File: src/hw/rtl/imu_fp_pkg.sv
package imu_fp_pkg;

   localparam logic [7:0] HEADER_BYTE = 8'h55;
   localparam logic [7:0] TYPE_ACCEL  = 8'h51;
   localparam logic [7:0] TYPE_ANGLE  = 8'h53;

   localparam logic [13:0] ACCEL_SCALE = 14'd9800;
   localparam logic [13:0] ANGLE_SCALE = 14'd1800;
   localparam int          FRAC_BITS   = 15;

   // byte position of the checksum within the frame
   localparam logic [3:0] CHECK_POS = 4'd10;
   localparam logic [3:0] TYPE_POS  = 4'd1;
   localparam logic [3:0] DATA_POS  = 4'd2;
   localparam int         DATA_BYTES = 6;

   typedef enum logic [1:0] {
      KIND_ACCEL = 2'd0,
      KIND_ANGLE = 2'd1,
      KIND_OTHER = 2'd2
   } kind_type;

   typedef struct packed {
      kind_type    kind;
      logic [15:0] word0;
      logic [15:0] word1;
      logic [15:0] word2;
   } frame_type;

   typedef struct packed {
      logic full;
      logic empty;
   } queue_status_type;

endpackage

File: src/hw/rtl/imu_fp_front.sv
module imu_fp_front (
   input  logic                        clock,
   input  logic                        reset,
   input  logic                        req_valid,
   output logic                        req_stall,
   input  logic [7:0]                  req_rx_byte,
   input  imu_fp_pkg::queue_status_type queue_status,
   output logic                        push,
   output imu_fp_pkg::frame_type       push_frame
);

   logic       header_ff, header_in;
   logic [3:0] count_ff, count_in;
   logic [7:0] sum_ff, sum_in;
   logic [7:0] type_ff, type_in;
   logic [7:0] data_ff [imu_fp_pkg::DATA_BYTES];
   logic [7:0] data_in [imu_fp_pkg::DATA_BYTES];
   logic       accept;

   assign req_stall = queue_status.full;
   assign accept    = req_valid && !queue_status.full;

   always_comb begin
      header_in = header_ff;
      count_in  = count_ff;
      sum_in    = sum_ff;
      type_in   = type_ff;
      push      = 1'b0;
      for (int i = 0; i < imu_fp_pkg::DATA_BYTES; i++) begin
         data_in[i] = data_ff[i];
         if (accept && header_ff && count_ff == imu_fp_pkg::DATA_POS + 4'(i)) begin
            data_in[i] = req_rx_byte;
         end
      end
      if (accept) begin
         if (!header_ff) begin
            if (req_rx_byte == imu_fp_pkg::HEADER_BYTE) begin
               header_in = 1'b1;
               count_in  = 4'd1;
               sum_in    = req_rx_byte;
            end
         end else if (count_ff == imu_fp_pkg::CHECK_POS) begin
            header_in = 1'b0;
            count_in  = 4'd0;
            push      = (sum_ff == req_rx_byte);
         end else begin
            count_in = count_ff + 4'd1;
            sum_in   = sum_ff + req_rx_byte;
            if (count_ff == imu_fp_pkg::TYPE_POS) begin
               type_in = req_rx_byte;
            end
         end
      end
   end

   always_comb begin
      case (type_ff)
         imu_fp_pkg::TYPE_ACCEL: push_frame.kind = imu_fp_pkg::KIND_ACCEL;
         imu_fp_pkg::TYPE_ANGLE: push_frame.kind = imu_fp_pkg::KIND_ANGLE;
         default:                push_frame.kind = imu_fp_pkg::KIND_OTHER;
      endcase
      push_frame.word0 = {data_ff[1], data_ff[0]};
      push_frame.word1 = {data_ff[3], data_ff[2]};
      push_frame.word2 = {data_ff[5], data_ff[4]};
   end

   always_ff @(posedge clock) begin
      if (reset) begin
         header_ff <= 1'b0;
         count_ff  <= 4'd0;
      end else begin
         header_ff <= header_in;
         count_ff  <= count_in;
      end
   end

   always_ff @(posedge clock) begin
      sum_ff  <= sum_in;
      type_ff <= type_in;
      for (int i = 0; i < imu_fp_pkg::DATA_BYTES; i++) begin
         data_ff[i] <= data_in[i];
      end
   end

endmodule

File: src/hw/rtl/imu_fp_queue.sv
module imu_fp_queue #(
   parameter int DEPTH = 2
) (
   input  logic                         clock,
   input  logic                         reset,
   input  logic                         push,
   input  imu_fp_pkg::frame_type        push_frame,
   input  logic                         pop,
   output imu_fp_pkg::frame_type        pop_frame,
   output imu_fp_pkg::queue_status_type status
);

   localparam int PTR_W = (DEPTH > 1) ? $clog2(DEPTH) : 1;
   localparam int CNT_W = $clog2(DEPTH + 1);
   localparam logic [PTR_W-1:0] LAST_PTR = PTR_W'(DEPTH - 1);

   imu_fp_pkg::frame_type mem_ff [DEPTH];
   logic [PTR_W-1:0] wr_ptr_ff, wr_ptr_in;
   logic [PTR_W-1:0] rd_ptr_ff, rd_ptr_in;
   logic [CNT_W-1:0] count_ff, count_in;

   assign status.full  = (count_ff == CNT_W'(DEPTH));
   assign status.empty = (count_ff == '0);
   assign pop_frame    = mem_ff[rd_ptr_ff];

   always_comb begin
      wr_ptr_in = wr_ptr_ff;
      rd_ptr_in = rd_ptr_ff;
      count_in  = count_ff;
      if (push) begin
         wr_ptr_in = (wr_ptr_ff == LAST_PTR) ? '0 : wr_ptr_ff + PTR_W'(1);
      end
      if (pop) begin
         rd_ptr_in = (rd_ptr_ff == LAST_PTR) ? '0 : rd_ptr_ff + PTR_W'(1);
      end
      if (push && !pop) begin
         count_in = count_ff + CNT_W'(1);
      end else if (pop && !push) begin
         count_in = count_ff - CNT_W'(1);
      end
   end

   always_ff @(posedge clock) begin
      if (reset) begin
         wr_ptr_ff <= '0;
         rd_ptr_ff <= '0;
         count_ff  <= '0;
      end else begin
         wr_ptr_ff <= wr_ptr_in;
         rd_ptr_ff <= rd_ptr_in;
         count_ff  <= count_in;
      end
   end

   always_ff @(posedge clock) begin
      if (push) begin
         mem_ff[wr_ptr_ff] <= push_frame;
      end
   end

endmodule

File: src/hw/rtl/imu_fp_back.sv
module imu_fp_back (
   input  logic                         clock,
   input  logic                         reset,
   input  imu_fp_pkg::queue_status_type queue_status,
   output logic                         pop,
   input  imu_fp_pkg::frame_type        pop_frame,
   output logic                         rsp_valid,
   input  logic                         rsp_stall,
   output logic [1:0]                   rsp_frame_kind,
   output logic signed [14:0]           rsp_accel_x,
   output logic signed [11:0]           rsp_roll_angle,
   output logic signed [11:0]           rsp_pitch_angle,
   output logic signed [11:0]           rsp_yaw_angle
);

   typedef enum logic [3:0] {
      B_IDLE  = 4'b0001,
      B_MUL   = 4'b0010,
      B_SHIFT = 4'b0100,
      B_EMIT  = 4'b1000
   } back_state_type;

   localparam logic [1:0] IDX_ROLL  = 2'd0;
   localparam logic [1:0] IDX_PITCH = 2'd1;

   back_state_type        state_ff, state_in;
   imu_fp_pkg::frame_type work_ff, work_in;
   logic [1:0]            idx_ff, idx_in;
   logic signed [30:0]    prod_ff, prod_in;
   logic signed [30:0]    biased;
   logic signed [15:0]    scaled;
   logic [15:0]           sel_word;
   logic [13:0]           scale;
   logic signed [14:0]    accel_ff, accel_in;
   logic signed [11:0]    roll_ff, roll_in;
   logic signed [11:0]    pitch_ff, pitch_in;
   logic signed [11:0]    yaw_ff, yaw_in;
   logic                  rsp_valid_ff, rsp_valid_in;
   logic [1:0]            kind_out_ff, kind_out_in;
   logic signed [14:0]    accel_out_ff, accel_out_in;
   logic signed [11:0]    roll_out_ff, roll_out_in;
   logic signed [11:0]    pitch_out_ff, pitch_out_in;
   logic signed [11:0]    yaw_out_ff, yaw_out_in;
   logic                  out_free;

   assign rsp_valid       = rsp_valid_ff;
   assign rsp_frame_kind  = kind_out_ff;
   assign rsp_accel_x     = accel_out_ff;
   assign rsp_roll_angle  = roll_out_ff;
   assign rsp_pitch_angle = pitch_out_ff;
   assign rsp_yaw_angle   = yaw_out_ff;

   assign out_free = !rsp_valid_ff || !rsp_stall;

   always_comb begin
      case (idx_ff)
         IDX_ROLL:  sel_word = work_ff.word0;
         IDX_PITCH: sel_word = work_ff.word1;
         default:   sel_word = work_ff.word2;
      endcase
      scale   = (work_ff.kind == imu_fp_pkg::KIND_ACCEL) ? imu_fp_pkg::ACCEL_SCALE
                                                         : imu_fp_pkg::ANGLE_SCALE;
      prod_in = $signed(sel_word) * $signed({1'b0, scale});
      // truncate toward zero: bias negative products before the shift
      biased  = prod_ff + (prod_ff[30] ? 31'sd32767 : 31'sd0);
      scaled  = biased[30:imu_fp_pkg::FRAC_BITS];
   end

   always_comb begin
      state_in     = state_ff;
      work_in      = work_ff;
      idx_in       = idx_ff;
      accel_in     = accel_ff;
      roll_in      = roll_ff;
      pitch_in     = pitch_ff;
      yaw_in       = yaw_ff;
      pop          = 1'b0;
      rsp_valid_in = rsp_valid_ff && rsp_stall;
      kind_out_in  = kind_out_ff;
      accel_out_in = accel_out_ff;
      roll_out_in  = roll_out_ff;
      pitch_out_in = pitch_out_ff;
      yaw_out_in   = yaw_out_ff;
      case (state_ff)
         B_IDLE: begin
            if (!queue_status.empty) begin
               pop     = 1'b1;
               work_in = pop_frame;
               idx_in  = IDX_ROLL;
               if (pop_frame.kind == imu_fp_pkg::KIND_ACCEL ||
                   pop_frame.kind == imu_fp_pkg::KIND_ANGLE) begin
                  state_in = B_MUL;
               end else begin
                  state_in = B_EMIT;
               end
            end
         end
         B_MUL: begin
            state_in = B_SHIFT;
         end
         B_SHIFT: begin
            if (work_ff.kind == imu_fp_pkg::KIND_ACCEL) begin
               accel_in = scaled[14:0];
               state_in = B_EMIT;
            end else begin
               case (idx_ff)
                  IDX_ROLL:  roll_in  = scaled[11:0];
                  IDX_PITCH: pitch_in = scaled[11:0];
                  default:   yaw_in   = scaled[11:0];
               endcase
               if (idx_ff == IDX_ROLL || idx_ff == IDX_PITCH) begin
                  idx_in   = idx_ff + 2'd1;
                  state_in = B_MUL;
               end else begin
                  state_in = B_EMIT;
               end
            end
         end
         B_EMIT: begin
            if (out_free) begin
               rsp_valid_in = 1'b1;
               kind_out_in  = work_ff.kind;
               accel_out_in = accel_ff;
               roll_out_in  = roll_ff;
               pitch_out_in = pitch_ff;
               yaw_out_in   = yaw_ff;
               state_in     = B_IDLE;
            end
         end
         default: begin
            state_in = B_IDLE;
         end
      endcase
   end

   always_ff @(posedge clock) begin
      if (reset) begin
         state_ff     <= B_IDLE;
         rsp_valid_ff <= 1'b0;
         accel_ff     <= '0;
         roll_ff      <= '0;
         pitch_ff     <= '0;
         yaw_ff       <= '0;
      end else begin
         state_ff     <= state_in;
         rsp_valid_ff <= rsp_valid_in;
         accel_ff     <= accel_in;
         roll_ff      <= roll_in;
         pitch_ff     <= pitch_in;
         yaw_ff       <= yaw_in;
      end
   end

   always_ff @(posedge clock) begin
      work_ff      <= work_in;
      idx_ff       <= idx_in;
      prod_ff      <= prod_in;
      kind_out_ff  <= kind_out_in;
      accel_out_ff <= accel_out_in;
      roll_out_ff  <= roll_out_in;
      pitch_out_ff <= pitch_out_in;
      yaw_out_ff   <= yaw_out_in;
   end

endmodule

File: src/hw/rtl/imu_frame_parser.sv
// Decodes 11-byte inertial sensor frames from a serial byte stream, one byte per
// transfer on req_. A frame opens with 0x55; after the eleventh byte the 8-bit sum
// of bytes 0..9 is checked against byte 10 and a bad frame is dropped with no
// transfer on rsp_. A good frame yields one rsp_ transfer with its kind and the
// latched acceleration X and roll, pitch and yaw, updated first for type 0x51 or
// 0x53. The front accepts one byte every clock; req_stall rises only while the
// frame queue (QUEUE_DEPTH entries) is full. The back shares one multiplier and
// passes each scaled value through B_MUL and B_SHIFT (acceleration X, or roll,
// pitch and yaw for angle frames) before B_EMIT loads the result registers.
module imu_frame_parser #(
   parameter int QUEUE_DEPTH = 2
) (
   input  logic               clock,
   input  logic               reset,
   input  logic               req_valid,
   output logic               req_stall,
   input  logic [7:0]         req_rx_byte,
   output logic               rsp_valid,
   input  logic               rsp_stall,
   output logic [1:0]         rsp_frame_kind,
   output logic signed [14:0] rsp_accel_x,
   output logic signed [11:0] rsp_roll_angle,
   output logic signed [11:0] rsp_pitch_angle,
   output logic signed [11:0] rsp_yaw_angle
);

   imu_fp_pkg::queue_status_type queue_status;
   imu_fp_pkg::frame_type        push_frame;
   imu_fp_pkg::frame_type        pop_frame;
   logic                         push;
   logic                         pop;

   imu_fp_front u_front (
      .clock        (clock),
      .reset        (reset),
      .req_valid    (req_valid),
      .req_stall    (req_stall),
      .req_rx_byte  (req_rx_byte),
      .queue_status (queue_status),
      .push         (push),
      .push_frame   (push_frame)
   );

   imu_fp_queue #(
      .DEPTH (QUEUE_DEPTH)
   ) u_queue (
      .clock      (clock),
      .reset      (reset),
      .push       (push),
      .push_frame (push_frame),
      .pop        (pop),
      .pop_frame  (pop_frame),
      .status     (queue_status)
   );

   imu_fp_back u_back (
      .clock           (clock),
      .reset           (reset),
      .queue_status    (queue_status),
      .pop             (pop),
      .pop_frame       (pop_frame),
      .rsp_valid       (rsp_valid),
      .rsp_stall       (rsp_stall),
      .rsp_frame_kind  (rsp_frame_kind),
      .rsp_accel_x     (rsp_accel_x),
      .rsp_roll_angle  (rsp_roll_angle),
      .rsp_pitch_angle (rsp_pitch_angle),
      .rsp_yaw_angle   (rsp_yaw_angle)
   );

   a_no_push_when_full: assert property (@(posedge clock) disable iff (reset)
      push |-> !queue_status.full)
      else $error("frame pushed into full queue");

   a_no_pop_when_empty: assert property (@(posedge clock) disable iff (reset)
      pop |-> !queue_status.empty)
      else $error("frame popped from empty queue");

   a_reset_clears_rsp: assert property (@(posedge clock)
      reset |=> !rsp_valid)
      else $error("result valid after reset");

   a_accel_range: assert property (@(posedge clock) disable iff (reset)
      rsp_valid |-> (rsp_accel_x >= -15'sd9800 && rsp_accel_x <= 15'sd9799))
      else $error("acceleration out of range");

   a_angle_range: assert property (@(posedge clock) disable iff (reset)
      rsp_valid |-> (rsp_roll_angle >= -12'sd1800 && rsp_roll_angle <= 12'sd1799 &&
                     rsp_pitch_angle >= -12'sd1800 && rsp_pitch_angle <= 12'sd1799 &&
                     rsp_yaw_angle >= -12'sd1800 && rsp_yaw_angle <= 12'sd1799))
      else $error("angle out of range");

endmodule

File: config.mk
export PLATFORM = sky130hd
export DESIGN_NAME = imu_frame_parser
export DESIGN_NICKNAME = d
export VERILOG_FILES = /design/src/hw/rtl/imu_fp_pkg.sv /design/src/hw/rtl/imu_fp_front.sv /design/src/hw/rtl/imu_fp_queue.sv /design/src/hw/rtl/imu_fp_back.sv /design/src/hw/rtl/imu_frame_parser.sv
export SDC_FILE = /design/constraint.sdc
export NUM_CORES = 1
export LEC_CHECK = 0
export BUFFER_PORTS_ARGS = -buffer_cell sky130_fd_sc_hd__buf_2
export CAP_MARGIN = 15
export CORE_UTILIZATION = 40
export CTS_CLUSTER_DIAMETER = 100
export DETAILED_ROUTE_END_ITERATION = 7
export SYNTH_ARGS = -nofsm -noshare
export SYNTH_HDL_FRONTEND = slang
export SYNTH_SLANG_ARGS = --single-unit
File: constraint.sdc
create_clock -name clock -period 6.5 [get_ports clock]
set_clock_uncertainty 0.2 [all_clocks]
set_input_delay 0.65 -clock clock [delete_from_list [all_inputs] [get_ports clock]]
set_output_delay 0.65 -clock clock [all_outputs]
set_load 0.005 [all_outputs]
* After elaboration in Yosys (flattened, before gate mapping)
Memories as Yosys holds them, arrays and structs flattened. A register that Yosys moved wholly into a read port is not among the register bits. Cells that the tools add are included.
Word-level totals: flip-flop bits (word level) 217, memory bits (writable) 148, input port bits 12, output and inout bits 55, memories 2
Memory list:
- u_queue.mem_ff | words 2, bits a word 50, read ports 1, clocked after Yosys merged registers in 1, wr ports 1, RTL line imu_fp_queue.sv:17 | imu_fp_pkg::frame_type mem_ff [DEPTH];
- u_front.data_ff | words 6, bits a word 8, read ports 6, clocked after Yosys merged registers in 0, wr ports 6, RTL line imu_fp_front.sv:16 | logic [7:0] data_ff [imu_fp_pkg::DATA_BYTES];
Operators by class: $add $sub $neg 8, $mul 1, equal/unequal tests 24, muxes and demuxes 44, bitwise gates (word level) 4, reductions and logical operators 38
Operators with widths (count):
- $mux W8 | 9
- $mux W4 | 8
- $pmux W16 S2 | 1
- $mul A16 B15 Y31 | 1
- $add A30 B30 Y30 | 1
- $eq A8 B7 Y1 const B | 3
- $eq A4 B3 Y1 const B | 5
- $mux W1 | 16
- $pmux W4 S4 | 1
- $mux W15 | 1
- $mux W14 | 1
- $eq A4 B2 Y1 const B | 3
- $reduce_and A3 Y1 | 4
- $logic_and A1 B1 Y1 | 11
- $mux W2 | 5
- $reduce_and A2 Y1 | 5
- $add A8 B8 Y8 | 1
- $eq A4 B1 Y1 const B | 2
- $eq A4 B4 Y1 const B | 2
- $eq A8 B8 Y1 | 1
- $logic_not A2 Y1 | 4
- $pmux W2 S2 | 2
- $reduce_and A4 Y1 | 2
- $ne A2 B2 Y1 const B | 3
- other kinds (12) | 27

* Longest topological paths before layout
word-level depth 8, depth in mapped cells 24, gate-level depth less buffers 23

* By module
A second synthesis with hierarchy kept.
Second synthesis, totals: cells, all modules 1269, area total of the unflattened synthesis 17270.3 µm²
By module, submodules not included:
- imu_fp_back | times used 1, cells each 908, area each 10664.0 µm², seq. area each 4834.6 µm²
- imu_fp_queue | times used 1, cells each 178, area each 3803.6 µm², seq. area each 3103.0 µm²
- imu_fp_front | times used 1, cells each 183, area each 2802.7 µm², seq. area each 2021.9 µm²

* Worst setup path before layout
No wires, ideal clock.
path type input-to-reg, from input req_rx_byte[6], to memory u_queue.mem_ff[0][0] (netlist bit), enable pin, arrival time 6.120 ns, slack -0.402 ns, stages on the path 4, buffers on the path 0, path through ha_1 nor4_1 nand2_1 nor4_1
On the way: cells in the longest elaborated chain, start to end 6
RTL lines:
- start: declaration | RTL line imu_frame_parser.sv:17 | input logic [7:0] req_rx_byte,
- $eq A8 B8 Y1 | RTL line imu_fp_front.sv:45 | push = (sum_ff == req_rx_byte);
- $mux W1 | RTL line imu_fp_front.sv:42 | end else if (count_ff == imu_fp_pkg::CHECK_POS) begin
- $mux W1 | RTL line imu_fp_front.sv:36 | if (!header_ff) begin
- $mux W1 | RTL line imu_fp_front.sv:35 | if (accept) begin
- $mux W1 | RTL line imu_fp_queue.sv:56 | if (push) begin
- $mux W1 (not written as such) | RTL line imu_fp_queue.sv:57 | mem_ff[wr_ptr_ff] <= push_frame;
- end: declaration | RTL line imu_fp_queue.sv:17
Every way passes these cells.

* Final worst setup path
from register u_back.idx_ff[1], to register u_back.prod_ff[28]
On the way: cells in the longest elaborated chain, start to end 3
RTL lines:
- start: declaration | RTL line imu_fp_back.sv:28 | logic [1:0] idx_ff, idx_in;
- start signal: assignment | RTL line imu_fp_back.sv:156 | idx_ff <= idx_in;
- $eq A2 B1 Y1 / $logic_not A2 Y1 (equally long branches) | RTL line imu_fp_back.sv:56 | case (idx_ff)
- $pmux W16 S2 * | RTL line imu_fp_back.sv:56
- $mul A16 B15 Y31 * | RTL line imu_fp_back.sv:63 | prod_in = $signed(sel_word) * $signed({1'b0, scale});
- via u_back.prod_in[28] | RTL line imu_fp_back.sv:29 | logic signed [30:0] prod_ff, prod_in;
- end signal: assignment | RTL line imu_fp_back.sv:157 | prod_ff <= prod_in;
- end: declaration | RTL line imu_fp_back.sv:29
Mark *: on every way through the listed nets, which the timed path passes. The rest lies on a longest branch. A chain may end at the register's enable or synchronous reset.

==> impl_metrics.py <==
metrics = {
    "outcome": {
        "outcome": "finished with violations",
        "violations": "DRC",
    },
    "synth": {
        "synth-simple-area-share": 0.07550,
        "yosys_most_used_dff": "edfxtp_1",
        "synthMuxAreaShare": 0.04115,
        "synth_area_um2": 16750,
        "synth_top_family_by_area": "adder cells",
        "syn_avg_cell_area_um2": 13.66,
        "postSynthCellCount": 1227,
        "yosys.area.top_type": "edfxtp_1",
        "ys_warn_count": 0,
        "synth_edf_count": 269,
        "seq_area_frac_synth": 0.5944,
        "synthTopCellsByArea": "edfxtp_1 (48%), dfxtp_1 (11%), ha_1 (9.2%), fa_1 (7.4%), mux2_2 (3.7%)",
        "synth_adder_area_share": 0.1659,
        "synth_compound_area_frac": 0.07625,
        "synth_top_area_frac": 0.4821,
        "ys_seq_elements": 363,
        "ys_types": 59,
        "synth-xor-area-share": 0.02300,
        "synth-async-reset-ratio": 0,
    },
    "die": {
        "die-area_um2": 42710,
        "row_count": 74,
        "io-pin-count": 67,
        "fp.dieW_um": 206.7,
        "fp.dieH_um": 206.7,
        "core_area_um2": 41110,
        "start_util": 0.4076,
    },
    "critical_path": {
        "cp_cell_sequence": "inv_1 -> ha_1 -> buf_4 -> nor2_1 -> buf_4 -> a21oi_2 -> inv_1 -> ha_1 -> fa_1 -> fa_1 -> fa_1 -> fa_1 -> ha_1 -> ha_1 -> nand2_1 -> or3_1 -> a21oi_2 -> o31ai_1 -> a211oi_1 -> o21ai_0 -> xnor2_1",
        "worst-setup-path-type": "register to register",
        "cp_max_fo": 21,
        "arrival_ps": 6270,
        "critPathMaxStageDelay_ps": 560,
        "critical_path.startpoint_type": "register",
        "cp_top_family": "adder cells",
        "cp.required_ps": 6710,
        "crit_slowest_cell": "fa_1",
        "critPathBufInv": 4,
        "end_kind": "register",
    },
    "timing": {
        "layout_min_cycle_time_ps": 6059,
        "setup_violations": 0,
        "final-hold-violation-count": 0,
        "rsz0062_at_grt": "false",
        "fin_crit_sh": 0.9321,
        "timing.setup.tns_ps": 0,
        "worstMarginPinSlew_ps": 1101,
        "clock.fmax_mhz": 165.1,
        "relSlewSlack": 0.2623,
        "drv_slew": 0,
        "fin_hold_ws_ps": 225.7,
    },
    "cts": {
        "clockBufferDepth": 3,
        "htreeDepth": 2,
        "cts_buffers": 39,
        "cts_tree": "built",
        "cts.sinks": 363,
        "insertion_delay_ps": 530,
        "ctsHoldBuffers": 0,
        "root_buffer": "clkbuf_16",
        "path_clk_slew_ps": 60,
    },
    "place": {
        "place_hpwl_um": 22030,
        "port_buffers": 66,
        "place_area_um2": 17820,
        "place.gp.congestion": 0.8414,
    },
    "final_layout": {
        "syn_to_final_growth_pct": 13.96,
        "drive_gt1_frac": 0.1635,
        "antenna_cells": 0,
        "fin_area_um2": 19090,
        "fin_nets": 1525,
    },
    "min_path": {
        "holdCritPathClass": "input port to register",
    },
    "detailed_routing": {
        "drtIter0Drc": 369,
        "drc_errors": 9,
        "drtAntennaViolNets": 0,
        "via_per_inst": 4.955,
        "routedWlPerCell_um": 16.29,
        "dr.pass1.iters": 7,
        "drt-total-wl_um": 30790,
        "vias": 9365,
    },
    "grt": {
        "antenna_found_initial": 0,
        "grt_pass1_wl_um": 49280,
        "grt_pass1_vias": 9418,
        "overflow": 0,
        "gr-usage-all-layers": 0.1479,
        "grt_start_max_net_pins": 67,
    },
    "flow_run": {
        "maxCapViolations": 0,
    },
}
[stage by stage]
stage	utilization	instances	worst slack (ps)
finish	0.4645	1890	441.3
global route	0.4645	1890	14.00
CTS	0.4639	1890	192.4
detailed placement	0.4335	1819	204.0
global placement	0.4335	1819	324.1
floorplan	-	1241	434.3
[final timing paths]
kind	start	to	slack [ps]	depth (start not counted)
max reg2reg	u_back.idx_ff[1]	u_back.prod_ff[28]	440	21
max	u_back.idx_ff[1]	u_back.prod_ff[28]	440	21
min reg2reg	u_back.accel_ff[2]	u_back.rsp_accel_x[2]	230	0
min	rsp_stall	u_back.rsp_valid	230	3
[kinds of logic (layout without fill, tap and decap cells)]
logic type      after synthesis  count (layout)
fa+ha+maj                   185             185
flops                       363             363
buf+inv                     102             219
other cells                   2              16
mux                          62              62
compound gates              197             197
simple gates                272             272
xor+xnor                     44              44
[tightest hold or removal path, stage by stage]
cell     delay [ps]
buf_2           120
nand2_1          70
a21oi_1          60
[repair_timing]
item | in CTS | in global routing
gates resized for setup | 0 | 6
setup buffers | 0 | 0
setup endpoints to repair | 0 | 4
[state kept, by name (all words and copies together), names as in the netlist, 15 cells and up, named ones only]
name	cells
u_back.rsp_accel_x	15
u_queue.mem_ff	100
u_front.data_ff	48
u_back.accel_ff	15
u_back.work_ff	50
u_back.prod_ff	28
[cells in the final DEF (no fill, tap or decap), types with 9 or more instances in the layout]
| cell | instances |
|---|---|
| a211oi_1 | 24 |
| a21o_1 | 14 |
| a21oi_1 | 74 |
| a22o_1 | 11 |
| buf_2 | 66 |
| buf_4 | 19 |
| clkbuf_16 | 39 |
| conb_1 | 16 |
| dfxtp_1 | 93 |
| edfxtp_1 | 269 |
| fa_1 | 62 |
| ha_1 | 123 |
| inv_1 | 62 |
| mux2_2 | 55 |
| nand2_1 | 94 |
| nand2b_1 | 10 |
| nand3_1 | 9 |
| nor2_1 | 89 |
| nor3_1 | 12 |
| o21a_1 | 10 |
| o21ai_0 | 22 |
| or3_1 | 10 |
| xnor2_1 | 29 |
| xor2_1 | 15 |
[metal layers]
layer | up-vias | wire length [um] | share of wire | GRT usage
met5 | - | 0 | 0 | 0
met4 | 0 | 452 | 0.015 | 0.03519
met3 | 34 | 967 | 0.031 | 0.02433
met2 | 129 | 14900 | 0.48 | 0.2539
met1 | 4547 | 14470 | 0.47 | 0.1948
li1 | 4655 | - | - | -
[Yosys cell counts, types with 12 or more instances]
master      n
inv_1      63
nor2_1     89
edfxtp_1  269
a21oi_1    80
dfxtp_1    94
mux2_2     55
nand2_1    94
o21ai_0    22
a211oi_1   25
xnor2_1    29
ha_1      123
a21o_1     14
clkbuf_1   31
nor3_1     12
xor2_1     15
fa_1       62
[area by class of cell]
cell class / instances / area, um^2
fillers: 3688 / 22010
flip-flops and latches: 363 / 9961
multi-input cells: 776 / 6509
clock buffers: 49 / 1044
well taps: 532 / 665.6
repair buffers: 85 / 473.0
inverters: 63 / 236.5
clock inverters: 22 / 206.4
Power is not shown: default switching activity piles up to over one toggle a cycle in this logic, so the estimate is an artifact.
